<file path="src/bfsam_pkg.sv">
// Shared types and constants for the breadth-first search block.
package bfsam_pkg;

    localparam int VtxW   = 5;
    localparam int RowW   = 32;
    localparam int CountW = 6;
    localparam int UpcW   = 4;
    localparam logic [CountW-1:0] CountReset = 6'd32;

    typedef struct packed {
        logic            cmd;
        logic [VtxW-1:0] row_index;
        logic [RowW-1:0] row_bits;
        logic [VtxW-1:0] start_vertex;
    } t_in_item;

    typedef struct packed {
        logic [VtxW-1:0] vertex;
        logic            last;
        logic            error;
    } t_out_item;

    // Input command codes.
    localparam logic CMD_LOAD  = 1'b0;
    localparam logic CMD_START = 1'b1;

    typedef enum logic [2:0] {
        OP_NONE,
        OP_INIT,
        OP_QREAD,
        OP_ROWRD,
        OP_SCAN,
        OP_FIN,
        OP_ERR
    } t_op;

    typedef enum logic [2:0] {
        C_NEVER,
        C_ALWAYS,
        C_NO_START,
        C_BAD,
        C_QEMPTY,
        C_CAND
    } t_cond;

    typedef struct packed {
        logic            in_rdy;
        t_op             op;
        t_cond           cond;
        logic [UpcW-1:0] target;
    } t_ctrl;

    typedef struct packed {
        logic start_acc;
        logic bad;
        logic q_empty;
        logic cand;
        logic stall;
    } t_stat;

endpackage

</file>
<file path="src/bfsam_seq.sv">
// Microcode sequencer: step counter, control ROM and conditional jumps.
module bfsam_seq (
    input  logic             i_clk,
    input  logic             i_rst_n,
    input  bfsam_pkg::t_stat i_stat,
    output bfsam_pkg::t_ctrl o_ctrl
);
    import bfsam_pkg::*;

    localparam logic [UpcW-1:0] StWait = 4'd0;
    localparam logic [UpcW-1:0] StChk  = 4'd1;
    localparam logic [UpcW-1:0] StInit = 4'd2;
    localparam logic [UpcW-1:0] StDeq  = 4'd3;
    localparam logic [UpcW-1:0] StRow  = 4'd4;
    localparam logic [UpcW-1:0] StScan = 4'd5;
    localparam logic [UpcW-1:0] StBack = 4'd6;
    localparam logic [UpcW-1:0] StFin  = 4'd7;
    localparam logic [UpcW-1:0] StErr  = 4'd8;

    function automatic t_ctrl step_word(input logic [UpcW-1:0] upc);
        t_ctrl w;
        case (upc)
            StWait:  w = '{in_rdy: 1'b1, op: OP_NONE,  cond: C_NO_START, target: StWait};
            StChk:   w = '{in_rdy: 1'b0, op: OP_NONE,  cond: C_BAD,      target: StErr};
            StInit:  w = '{in_rdy: 1'b0, op: OP_INIT,  cond: C_NEVER,    target: StWait};
            StDeq:   w = '{in_rdy: 1'b0, op: OP_QREAD, cond: C_QEMPTY,   target: StFin};
            StRow:   w = '{in_rdy: 1'b0, op: OP_ROWRD, cond: C_NEVER,    target: StWait};
            StScan:  w = '{in_rdy: 1'b0, op: OP_SCAN,  cond: C_CAND,     target: StScan};
            StBack:  w = '{in_rdy: 1'b0, op: OP_NONE,  cond: C_ALWAYS,   target: StDeq};
            StFin:   w = '{in_rdy: 1'b0, op: OP_FIN,   cond: C_ALWAYS,   target: StWait};
            StErr:   w = '{in_rdy: 1'b0, op: OP_ERR,   cond: C_ALWAYS,   target: StWait};
            default: w = '{in_rdy: 1'b0, op: OP_NONE,  cond: C_ALWAYS,   target: StWait};
        endcase
        return w;
    endfunction

    logic [UpcW-1:0] r_upc;
    logic [UpcW-1:0] n_upc;
    t_ctrl           ctrl;
    logic            take_jump;

    assign ctrl = step_word(r_upc);

    always_comb begin
        case (ctrl.cond)
            C_NEVER:    take_jump = 1'b0;
            C_ALWAYS:   take_jump = 1'b1;
            C_NO_START: take_jump = ~i_stat.start_acc;
            C_BAD:      take_jump = i_stat.bad;
            C_QEMPTY:   take_jump = i_stat.q_empty;
            C_CAND:     take_jump = i_stat.cand;
            default:    take_jump = 1'b1;
        endcase
        // A step that cannot hand its result to the output register holds.
        if (i_stat.stall) begin
            n_upc = r_upc;
        end else if (take_jump) begin
            n_upc = ctrl.target;
        end else begin
            n_upc = r_upc + 1'b1;
        end
    end

    always_ff @(posedge i_clk) begin
        if (!i_rst_n) begin
            r_upc <= StWait;
        end else begin
            r_upc <= n_upc;
        end
    end

    assign o_ctrl = ctrl;

endmodule

</file>
<file path="src/bfsam_dp.sv">
// Search datapath: adjacency and queue memories, visited marks, output register.
module bfsam_dp #(
    parameter int MAX_VERTICES = 32
) (
    input  logic                        i_clk,
    input  logic                        i_rst_n,
    input  bfsam_pkg::t_ctrl            i_ctrl,
    output bfsam_pkg::t_stat            o_stat,
    input  logic                        i_in_valid,
    input  bfsam_pkg::t_in_item         i_in_data,
    input  logic [bfsam_pkg::CountW-1:0] i_count,
    output logic                        o_out_valid,
    input  logic                        i_out_ready,
    output bfsam_pkg::t_out_item        o_out_data
);
    import bfsam_pkg::*;

    localparam int Depth = (MAX_VERTICES < RowW) ? MAX_VERTICES : RowW;
    localparam int AW    = $clog2(Depth);
    localparam int PW    = AW + 1;
    localparam logic [CountW:0] MaxEff = (CountW + 1)'(MAX_VERTICES);

    logic [RowW-1:0] r_adj [Depth];
    logic [RowW-1:0] r_adj_q;
    logic [VtxW-1:0] r_queue [Depth];
    logic [VtxW-1:0] r_queue_q;

    logic [PW-1:0]   r_head, n_head;
    logic [PW-1:0]   r_tail, n_tail;
    logic [RowW-1:0] r_visited, n_visited;
    logic            r_out_valid, n_out_valid;
    logic [VtxW-1:0] r_start;
    logic [VtxW-1:0] r_pend;
    t_out_item       r_out_data;

    logic            in_acc, load_acc, start_acc, row_ok;
    logic [CountW:0] eff_count;
    logic            bad;
    logic [RowW-1:0] cnt_mask, cand_mask, low_bit;
    logic [VtxW-1:0] cand_idx;
    logic            has_cand, q_empty;
    logic            out_free, push_scan, need_push, push, stall;
    t_out_item       push_data;
    logic            q_we;
    logic [AW-1:0]   q_waddr;
    logic [VtxW-1:0] q_wdata;

    assign in_acc    = i_in_valid & i_ctrl.in_rdy;
    assign load_acc  = in_acc & (i_in_data.cmd == CMD_LOAD);
    assign start_acc = in_acc & (i_in_data.cmd == CMD_START);
    assign row_ok    = {2'b00, i_in_data.row_index} < MaxEff;

    assign eff_count = ({1'b0, i_count} > MaxEff) ? MaxEff : {1'b0, i_count};
    assign bad       = {2'b00, r_start} >= eff_count;

    always_comb begin
        for (int j = 0; j < RowW; j++) begin
            cnt_mask[j] = (CountW + 1)'(j) < eff_count;
        end
    end

    // Lowest unvisited neighbour of the current row, one per cycle unless the output register stalls.
    assign cand_mask = r_adj_q & ~r_visited & cnt_mask;
    assign low_bit   = cand_mask & (~cand_mask + 1'b1);
    assign has_cand  = |cand_mask;

    always_comb begin
        cand_idx = '0;
        for (int j = 0; j < RowW; j++) begin
            if (low_bit[j]) begin
                cand_idx = cand_idx | VtxW'(j);
            end
        end
    end

    assign q_empty = (r_head == r_tail);

    // The newest vertex waits in r_pend until the next one shows whether it was last.
    assign out_free  = ~r_out_valid | i_out_ready;
    assign push_scan = (i_ctrl.op == OP_SCAN) & has_cand;
    assign need_push = push_scan | (i_ctrl.op == OP_FIN) | (i_ctrl.op == OP_ERR);
    assign stall     = need_push & ~out_free;
    assign push      = need_push & out_free;

    always_comb begin
        case (i_ctrl.op)
            OP_FIN:  push_data = '{vertex: r_pend, last: 1'b1, error: 1'b0};
            OP_ERR:  push_data = '{vertex: '0, last: 1'b1, error: 1'b1};
            default: push_data = '{vertex: r_pend, last: 1'b0, error: 1'b0};
        endcase
    end

    always_comb begin
        q_we    = 1'b0;
        q_waddr = '0;
        q_wdata = r_start;
        if (i_ctrl.op == OP_INIT) begin
            q_we = 1'b1;
        end else if (push_scan && out_free) begin
            q_we    = 1'b1;
            q_waddr = r_tail[AW-1:0];
            q_wdata = cand_idx;
        end
    end

    always_comb begin
        n_head      = r_head;
        n_tail      = r_tail;
        n_visited   = r_visited;
        n_out_valid = r_out_valid;
        if (r_out_valid && i_out_ready) begin
            n_out_valid = 1'b0;
        end
        if (push) begin
            n_out_valid = 1'b1;
        end
        case (i_ctrl.op)
            OP_INIT: begin
                n_head    = '0;
                n_tail    = PW'(1);
                n_visited = RowW'(1) << r_start;
            end
            OP_QREAD: begin
                if (!q_empty) begin
                    n_head = r_head + 1'b1;
                end
            end
            OP_SCAN: begin
                if (push_scan && out_free) begin
                    n_tail    = r_tail + 1'b1;
                    n_visited = r_visited | low_bit;
                end
            end
            default: begin
            end
        endcase
    end

    always_ff @(posedge i_clk) begin
        if (!i_rst_n) begin
            r_head      <= '0;
            r_tail      <= '0;
            r_visited   <= '0;
            r_out_valid <= 1'b0;
        end else begin
            r_head      <= n_head;
            r_tail      <= n_tail;
            r_visited   <= n_visited;
            r_out_valid <= n_out_valid;
        end
    end

    always_ff @(posedge i_clk) begin
        if (start_acc) begin
            r_start <= i_in_data.start_vertex;
        end
        if (i_ctrl.op == OP_INIT) begin
            r_pend <= r_start;
        end else if (push_scan && out_free) begin
            r_pend <= cand_idx;
        end
        if (push) begin
            r_out_data <= push_data;
        end
    end

    always_ff @(posedge i_clk) begin
        if (load_acc && row_ok) begin
            r_adj[i_in_data.row_index[AW-1:0]] <= i_in_data.row_bits;
        end
        if (i_ctrl.op == OP_ROWRD) begin
            r_adj_q <= r_adj[r_queue_q[AW-1:0]];
        end
    end

    always_ff @(posedge i_clk) begin
        if (q_we) begin
            r_queue[q_waddr] <= q_wdata;
        end
        if (i_ctrl.op == OP_QREAD && !q_empty) begin
            r_queue_q <= r_queue[r_head[AW-1:0]];
        end
    end

    assign o_stat = '{start_acc: start_acc, bad: bad, q_empty: q_empty,
                      cand: has_cand, stall: stall};
    assign o_out_valid = r_out_valid;
    assign o_out_data  = r_out_data;

endmodule

</file>
<file path="src/bfs_adjacency_matrix.sv">
// Top level of the breadth-first search block over an adjacency bit matrix.
//
// Input channel (i_in_valid / o_in_ready, payload i_in_data): a load item writes
// one adjacency row without leaving the wait step; a start item runs a whole search.
// Output channel (o_out_valid / i_out_ready, payload o_out_data): the visited
// vertices in breadth-first order, the final one flagged last. A start vertex
// not below the vertex count, capped at MAX_VERTICES, gives a single item with
// error and last set. The APB port holds vertex_count at address 0 (reset 32).
// A microcoded sequencer runs each search as accept, range check and init, then per
// dequeued vertex a queue read, a row read, a scan step repeated for each new
// neighbour and once more, a return step, then an empty queue read and a final step.
// A rejected start goes from the range check to the error step, which pushes its
// error item. Each vertex waits in r_pend until the next is found, so last can be
// flagged; the first push comes with a second vertex found or with the final step.
// The next item is accepted once the previous search has pushed its last
// result. When the receiver stalls, the output register holds and the
// sequencer waits at the step that has its next result ready.
// Reset clears the visited marks, queue pointers and output valid, and sets
// the vertex count to 32; adjacency rows hold no defined value until loaded.
module bfs_adjacency_matrix #(
    parameter int MAX_VERTICES = 32
) (
    input  logic                  i_clk,
    input  logic                  i_rst_n,
    input  logic                  i_in_valid,
    output logic                  o_in_ready,
    input  bfsam_pkg::t_in_item   i_in_data,
    output logic                  o_out_valid,
    input  logic                  i_out_ready,
    output bfsam_pkg::t_out_item  o_out_data,
    input  logic                  psel,
    input  logic                  penable,
    input  logic                  pwrite,
    input  logic [2:0]            paddr,
    input  logic [31:0]           pwdata,
    output logic [31:0]           prdata,
    output logic                  pready
);
    import bfsam_pkg::*;

    localparam logic RegVertexCount = 1'b0;

    logic [CountW-1:0] r_count;
    t_ctrl             ctrl;
    t_stat             stat;

    always_ff @(posedge i_clk) begin
        if (!i_rst_n) begin
            r_count <= CountReset;
        end else if (psel && penable && pwrite && paddr[2] == RegVertexCount) begin
            r_count <= pwdata[CountW-1:0];
        end
    end

    assign pready = 1'b1;
    assign prdata = (paddr[2] == RegVertexCount) ? {{(32 - CountW){1'b0}}, r_count} : '0;

    bfsam_seq u_seq (
        .i_clk   (i_clk),
        .i_rst_n (i_rst_n),
        .i_stat  (stat),
        .o_ctrl  (ctrl)
    );

    bfsam_dp #(
        .MAX_VERTICES (MAX_VERTICES)
    ) u_dp (
        .i_clk       (i_clk),
        .i_rst_n     (i_rst_n),
        .i_ctrl      (ctrl),
        .o_stat      (stat),
        .i_in_valid  (i_in_valid),
        .i_in_data   (i_in_data),
        .i_count     (r_count),
        .o_out_valid (o_out_valid),
        .i_out_ready (i_out_ready),
        .o_out_data  (o_out_data)
    );

    assign o_in_ready = ctrl.in_rdy;

endmodule

</file>
<file path="config.mk">
export PLATFORM = sky130hd
export DESIGN_NAME = bfs_adjacency_matrix
export DESIGN_NICKNAME = d
export VERILOG_FILES = /design/src/bfsam_pkg.sv /design/src/bfsam_seq.sv /design/src/bfsam_dp.sv /design/src/bfs_adjacency_matrix.sv
export SDC_FILE = /design/constraint.sdc
export NUM_CORES = 1
export LEC_CHECK = 0
export BUFFER_PORTS_ARGS = -buffer_cell sky130_fd_sc_hd__buf_2
export CAP_MARGIN = 10
export CORE_UTILIZATION = 48
export CTS_CLUSTER_DIAMETER = 120
export CTS_CLUSTER_SIZE = 12
export DETAILED_ROUTE_END_ITERATION = 10
export PLACE_DENSITY_LB_ADDON = 0.25
export SETUP_SLACK_MARGIN = 0.02
export SYNTH_ARGS = -nofsm -noshare
export SYNTH_HDL_FRONTEND = slang
export SYNTH_SLANG_ARGS = --single-unit
</file>
<file path="constraint.sdc">
create_clock -name i_clk -period 5.02 [get_ports i_clk]
set_input_delay 0.753 -clock i_clk [delete_from_list [all_inputs] [get_ports i_clk]]
set_output_delay 0.753 -clock i_clk [all_outputs]
set_load 0.05 [all_outputs]
</file>
==> key figures, run 1 <==
Outcome
  – Status: complete, no violations

Timing
  – Tcrit/Tclk final: 89.22%
  – Max-slew violation count: 0
  – Skew final: around 0.029 ns
  – FMAX: ~0.22 GHz
  – Setup TNS: 0 ns
  – Setup violations, final: 0
  – Worst Tran Pin Value: between 1 and 1.5 ns
  – RSZ-0062 raised after global routing: no
  – Final Critical Period: around 4.5 ns
  – Relative slew margins: between 20% and 30%
  – WHS: around 0.22 ns
  – Endpoints failing hold: 0

Cells and area
  – Final std cell area, no fill: around 57000 sq um
  – Fillers: around 8000
  – Area Overhead vs Synth: 11.32%
  – Utilization after layout: roughly 54%
  – Nets@finish: about 2700
  – Post-Layout Cell Count: about 4000
  – Share of layout cells above drive strength 1: 28.37%

Run
  – MaxCap Viol Count: 0

Hold path
  – Hold path start: i_in_data[4]
  – Min-delay worst type: input pin to flop

Critical path
  – Arrival @ worst endpoint: just over 5 ns
  – Slowest stage delay, CP: 0.81 ns
  – Required time worst endpoint: between 5 and 6 ns
  – CP Class: flop to flop
  – Delay-heaviest family, CP: simple AND/OR/NAND/NOR gates
  – CP startpoint kind: flop
  – Crit end category: flop
  – R2R Path Start: r_count[3]$_SDFFE_PN0P_
  – Critical-path cell list: nor3_1, a21oi_1, nor4_4, nand4_4, nor2_4, nand2_2, a41oi_4, mux2i_1, a21oi_2, inv_1, ha_1, nand3_1, o221a_1
  – Maximum fanout along the worst path: 10
  – CP startpoint: r_count[3]$_SDFFE_PN0P_
  – Worst Path Buf+Inv: 1
  – Slowest CP cell: nor3_1

Routing
  – Vias: 24817
  – Drt pass-1 iters: 5
  – Drt wl/cell: around 30 microns
  – WL final: ~120 mm
  – Routed Antenna Nets: 0
  – 1st-iter DRT viols: 2476
  – DRC: 0
  – Vias per Instance: just over 6

Place
  – I/O Buffers: 71
  – Cells after DPL: 3900
  – Cell Area, Placed: around 54000 sq um
  – Placed wire-length estimate: roughly 68 mm
  – RePlAce Congestion: around 0.90

CTS
  – CTS tree: done
  – CTS Sinks: roughly 1300
  – Clock root cell: clkbuf_16
  – H-tree levels: 3
  – CTS Buf Count: about 120
  – Clock Path Buffers: 3
  – Postcts setup bufs: 0
  – Clk_lat worst skew: 0.71 ns
  – Post_cts resized: 0
  – Reg clk slew, reported paths: ~0.070 ns
  – Post-CTS Hold Buffers: 0

Power and ir drop
  – Max VDD drop: around 0.3 mV
  – P per Cell Area: around 390 nW/um^2
  – Leak: ~0.018 uW

Global routing
  – Global-route wire length before repair: 175.4 mm
  – Largest net degree at the start of global routing: 78
  – GRT Overall Usage: between 20% and 30%
  – Vias in the first global route: 25817
  – Total grt overflow: 0
  – Initial antenna violation count: 9

Synthesis
  – Post-Syn Area: around 52000 sq um
  – Synthesized area per cell: around 21 sq um
  – Yosys synthesis warning count: 0
  – Synthesized netlist cell count: between 2000 and 2500
  – Async set-reset flop share out of synthesis: 0%
  – Netlist cell types: 80
  – EDFF count, synth: around 1200
  – Main synth FF type: edfxtp_1
  – Seq/Total Area, Yosys: between 70% and 80%
  – Count of state elements after synthesis: between 1000 and 1500

Die
  – Starting Density: between 40% and 50%
  – DIE AREA: around 110000 sq um
  – Die Y-Extent: approximately 330 microns
  – Num rows: between 100 and 150
  – Ports: approximately 130
  – Core area: 106000 sq um
  – Die Span X: between 300 and 400 microns
==> registers in the layout, indices dropped and copies added (netlist names), 6 cells and up <==
| signal | cells |
|---|---|
| u_dp.r_adj | 1024 |
| u_dp.r_adj_q | 32 |
| u_dp.r_queue | 160 |
| u_dp.r_visited | 32 |
| u_dp.r_head | 6 |
| r_count | 6 |
| u_seq.o_ctrl | 10 |
| u_dp.r_tail | 6 |
| u_dp.o_out_data | 7 |
==> cell type report <==
type                       instances  area [sq um]  share of cell area [%]
clock buffer                     158          3124                   5.434
multi-input combinational       1034         12710                   22.11
inverter                          21         78.83                  0.1371
clock inverter                     6         125.1                  0.2176
timing repair buffer             153          1224                   2.128
tap                             1391          1740                   3.027
antenna                            2         5.005                0.008705
sequential                      1303         38480                   66.93
==> Yosys cell counts, drive strengths merged, types with 4 or more instances <==
cell	n	area, sq um
or3	13	81.33
and2	11	68.82
mux2i	9	90.09
o22ai	23	150.1
edfxtp	1238	37180
inv	20	75.07
xor2	8	70.07
nor2b	22	137.6
o2111ai	4	35.03
ha	12	150.1
a21o	4	30.03
o32ai	5	43.79
nand4b	5	43.79
nand2b	25	156.4
xnor2	5	43.79
nand4	14	102.6
nor3	11	71.32
nand3b	16	120.1
clkbuf	86	322.8
a31oi	4	25.02
nor2	159	606.8
a21oi	33	172.7
mux4	370	8333
nor3b	7	52.55
o211ai	4	30.03
a22oi	30	225.2
nand3	25	130.1
o21ai	35	186.4
mux2	46	521.8
nand2	62	237.7
dfxtp	65	1301
or3b	5	43.79
buf	73	390.4
==> per-layer routing <==
metal  global-route usage, %  wire length [microns]  part of all wire, %
met5                       0                      0                    0
met4                   5.360                   2202                  1.8
met3                   3.333                   6838                  5.7
met2                   37.87                  60950                   51
met1                   30.98                  50360                   42
==> stage by stage <==
step                      power [uW]  setup slack [ns]
final                          22590            0.5414
after global routing           23310            0.2225
after CTS                      22770            0.5693
after detailed placement       14740            0.6390
after global placement         14680            0.7069
after floorplan                14000             1.090
==> cells by family after synthesis <==
family | count (synthesis) | share of synthesized area, %
compound gates | 168 | 2.251
fa+ha+maj | 12 | 0.2907
simple gates | 389 | 3.864
flops | 1303 | 74.51
xor+xnor | 13 | 0.2205
mux | 425 | 17.32
other cells | 2 | 0.01454
buf+inv | 180 | 1.534
==> cells in the final DEF (no fill, tap or decap), types with 7 or more instances in the layout <==
cell type and count:
buf_12 17, and2_1 11, xor2_1 8, o21ai_0 33, a22oi_1 30, nand3_1 24, clkbuf_1 39, nor2b_1 22
mux2i_1 9, nand2_1 60, edfxtp_1 1238, a21oi_1 31, nor3b_1 7, dfxtp_1 63, or3_1 13, buf_4 63
mux2_2 45, o22ai_1 22, nand3b_1 16, inv_1 20, mux4_2 370, clkbuf_16 119, nor2_1 125, nand2b_1 25
conb_1 27, ha_1 12, nor2_4 33, nand4_1 13, nor3_1 9, buf_2 71
==> report_power, final <==
part / internal (uW) / switching [uW] / total, uW
sequential: 12200 / 117 / 12300
clock: 4340 / 3730 / 8070
combinational: 863 / 1370 / 2230
==> final timing paths <==
| kind | slack (ns) | endpoint | depth (start not counted) |
|---|---|---|---|
| setup / recovery | 0.54 | u_seq.o_ctrl[7]$_SDFF_PP0_ | 13 |
| hold / removal | 0.22 | u_dp.r_start[4]$_DFFE_PP_ | 1 |
| setup reg to reg | 0.54 | u_seq.o_ctrl[7]$_SDFF_PP0_ | 13 |
| hold reg to reg | 0.50 | u_dp.r_visited[1]$_SDFFE_PN0P_ | 2 |
Note: power is estimated with default switching activity, not from simulation.
==> inputs of run 2 (changes only) <==
--- a/config.mk
+++ b/config.mk
@@ -12,6 +12,7 @@
 export CTS_CLUSTER_SIZE = 12
 export DETAILED_ROUTE_END_ITERATION = 10
 export PLACE_DENSITY_LB_ADDON = 0.25
+export REMOVE_ABC_BUFFERS = 1
 export SETUP_SLACK_MARGIN = 0.02
 export SYNTH_ARGS = -nofsm -noshare
 export SYNTH_HDL_FRONTEND = slang
==> key figures, run 2 (synthesized netlist as in run 1, its figures left out) <==
Place
  – Cells after DPL: between 3000 and 4000
  – I/O Buffers: 71
  – Cell Area, Placed: 54110 sq um
  – RePlAce Congestion: just over 0.9
  – Placed wire-length estimate: around 68 mm

Timing
  – Setup violations, final: 0
  – Tcrit/Tclk final: between 80 and 90%
  – Worst Tran Pin Value: around 1.3 ns
  – Max-slew violation count: 0
  – Skew final: 0.03476 ns
  – RSZ-0062 raised after global routing: no
  – Setup TNS: 0 ns
  – FMAX: between 0.2 and 0.25 GHz
  – Relative slew margins: between 10% and 20%
  – Final Critical Period: around 4.4 ns
  – Endpoints failing hold: 0

CTS
  – Post-CTS Hold Buffers: 0
  – Clk_lat worst skew: roughly 0.74 ns
  – Post_cts resized: 0
  – Postcts setup bufs: 0
  – Clock root cell: clkbuf_16
  – Reg clk slew, reported paths: 0.06 ns
  – Clock Path Buffers: 3
  – CTS tree: done
  – H-tree levels: 3
  – CTS Buf Count: around 120
  – CTS Sinks: 1303

Die
  – Core area: around 110000 sq um
  – Die Span X: between 300 and 400 microns
  – Starting Density: between 40% and 50%
  – Die Y-Extent: approximately 330 microns
  – Num rows: roughly 120
  – DIE AREA: 108900 sq um
  – Ports: between 100 and 150

Power and ir drop
  – Clk pwr share: between 30% and 40%
  – Flop pwr share: 54.6%
  – Pint: 17270 uW
  – Leak: between 0.015 and 0.02 uW
  – NetSw: 5234 uW
  – Max VDD drop: between 0.3 and 0.4 mV
  – P per Cell Area: about 400 nW/um^2
  – Comb pwr share: 9.7%
  – Switching part of the total: a little under a quarter

Critical path
  – Required time worst endpoint: between 5 and 6 ns
  – Arrival @ worst endpoint: 4.84 ns
  – Maximum fanout along the worst path: 32
  – CP startpoint kind: flop
  – Crit end category: flop
  – CP Class: flop to flop

Routing
  – Met1 WL: a little over 50 mm
  – Metal2 WL: 61.07 mm
  – Routed Antenna Nets: 0
  – Routed wl met3: 8.323 mm
  – Max layer used: met5
  – Drt pass-1 iters: 7
  – DRC: 0
  – Drt wl/cell: just over 30 microns
  – Vias: 25107
  – Vias per Instance: about 6.2
  – WL final: about 120 mm
  – 1st-iter DRT viols: about 2700

Cells and area
  – Nets@finish: 2725
  – Antenna diode instance count: 0
  – Multi-input combinational cell area: 12710 sq um
  – Most frequent cells in the layout: 1238 x edfxtp_1, 370 x mux4_2, 125 x nor2_1
  – Max FFs per register: 1024
  – Commonest non-fill, non-tap cell in the layout: edfxtp_1
  – Area Overhead vs Synth: 11.09%
  – Register Area: between 30000 and 40000 sq um
  – Final std cell area, no fill: ~57000 sq um
  – Share of layout cells above drive strength 1: 28.35%
  – Post-Layout Cell Count: between 4000 and 5000
  – Fillers: 8007

Outcome
  – Status: complete, no violations

Global routing
  – Largest net degree at the start of global routing: 65
  – GRT Overall Usage: 23.02%
  – Initial antenna violation count: 5
  – Total grt overflow: 0
  – Vias in the first global route: around 26000
  – Global-route wire length before repair: ~180 mm

Hold path
  – Min-delay worst type: input pin to flop

Run
  – MaxCap Viol Count: 0
run 2: cell count changes in the layout (fill, tap and decap cells not counted), moves of 2 or more:
cell       before  now
buf_16          2    0
buf_4          63   67
clkbuf_1       39   34
clkinv_16       1    5
diode_2         2    0
buf_12         17   12
run 2: worst paths after layout:
path | slack [ns] | endpoint | start | depth (start not counted)
hold / removal | 0.22 | u_dp.r_start[0]$_DFFE_PP_ | i_in_data[0] | 1
setup reg to reg | 0.59 | u_dp.r_queue[31][0]$_DFFE_PP_ | r_count[5]$_SDFFE_PN1P_ | 11
setup / recovery | 0.59 | u_dp.r_queue[31][0]$_DFFE_PP_ | r_count[5]$_SDFFE_PN1P_ | 11
hold reg to reg | 0.49 | u_dp.r_visited[2]$_SDFFE_PN0P_ | u_dp.r_visited[2]$_SDFFE_PN0P_ | 2
run 2: cell type report:
cell class,count,area share (%)
clock buffers,152,5.370
multi-input cells,1034,22.16
clock inverters,7,0.3097
inverters,21,0.1374
well taps,1391,3.034
flip-flops and latches,1303,67.07
repair buffers,150,1.915
run 2: through the flow:
| stage | util [%] | worst slack (ns) | hold WS [ns] | total power, uW |
|---|---|---|---|---|
| final | 54.12 | 0.5940 | 0.2178 | 22510 |
| after global routing | 54.12 | 0.2117 | 0.1952 | 23190 |
| after CTS | 54.12 | 0.6480 | 0.1735 | 22670 |
| after detailed placement | 51.04 | 0.6911 | 0.4735 | 14710 |
| after global placement | 51.04 | 0.7430 | 0.4683 | 14650 |
| after floorplan | - | -6.480 | 0.4428 | 14170 |
run 2: worst max-delay path, stage by stage (launching register included):
cell	delay, ns
dfxtp_1	0.46
nor2_1	0.76
nor3b_1	0.15
a2bb2oi_1	0.20
or4b_4	0.61
nor3_4	0.30
nand2b_1	0.25
nor2_1	0.22
o21ai_0	0.17
and4_1	0.21
nand3_1	0.13
mux2_2	0.62
run 2: metal layers:
layer	up-vias	GRT usage (%)
met2	928	37.48
met5	-	0
met3	148	3.687
met4	4	5.430
li1	10483	-
met1	13544	32.92
run 2: power groups by stage:
stage	combinational [uW]	sequential, uW	clock [uW]
2_1_floorplan	1470	12700	0
3_3_place_gp	2140	12500	0
3_5_place_dp	2200	12500	0
4_1_cts	2210	12300	8180
5_1_grt	2340	12300	8550
6_report	2190	12300	8020
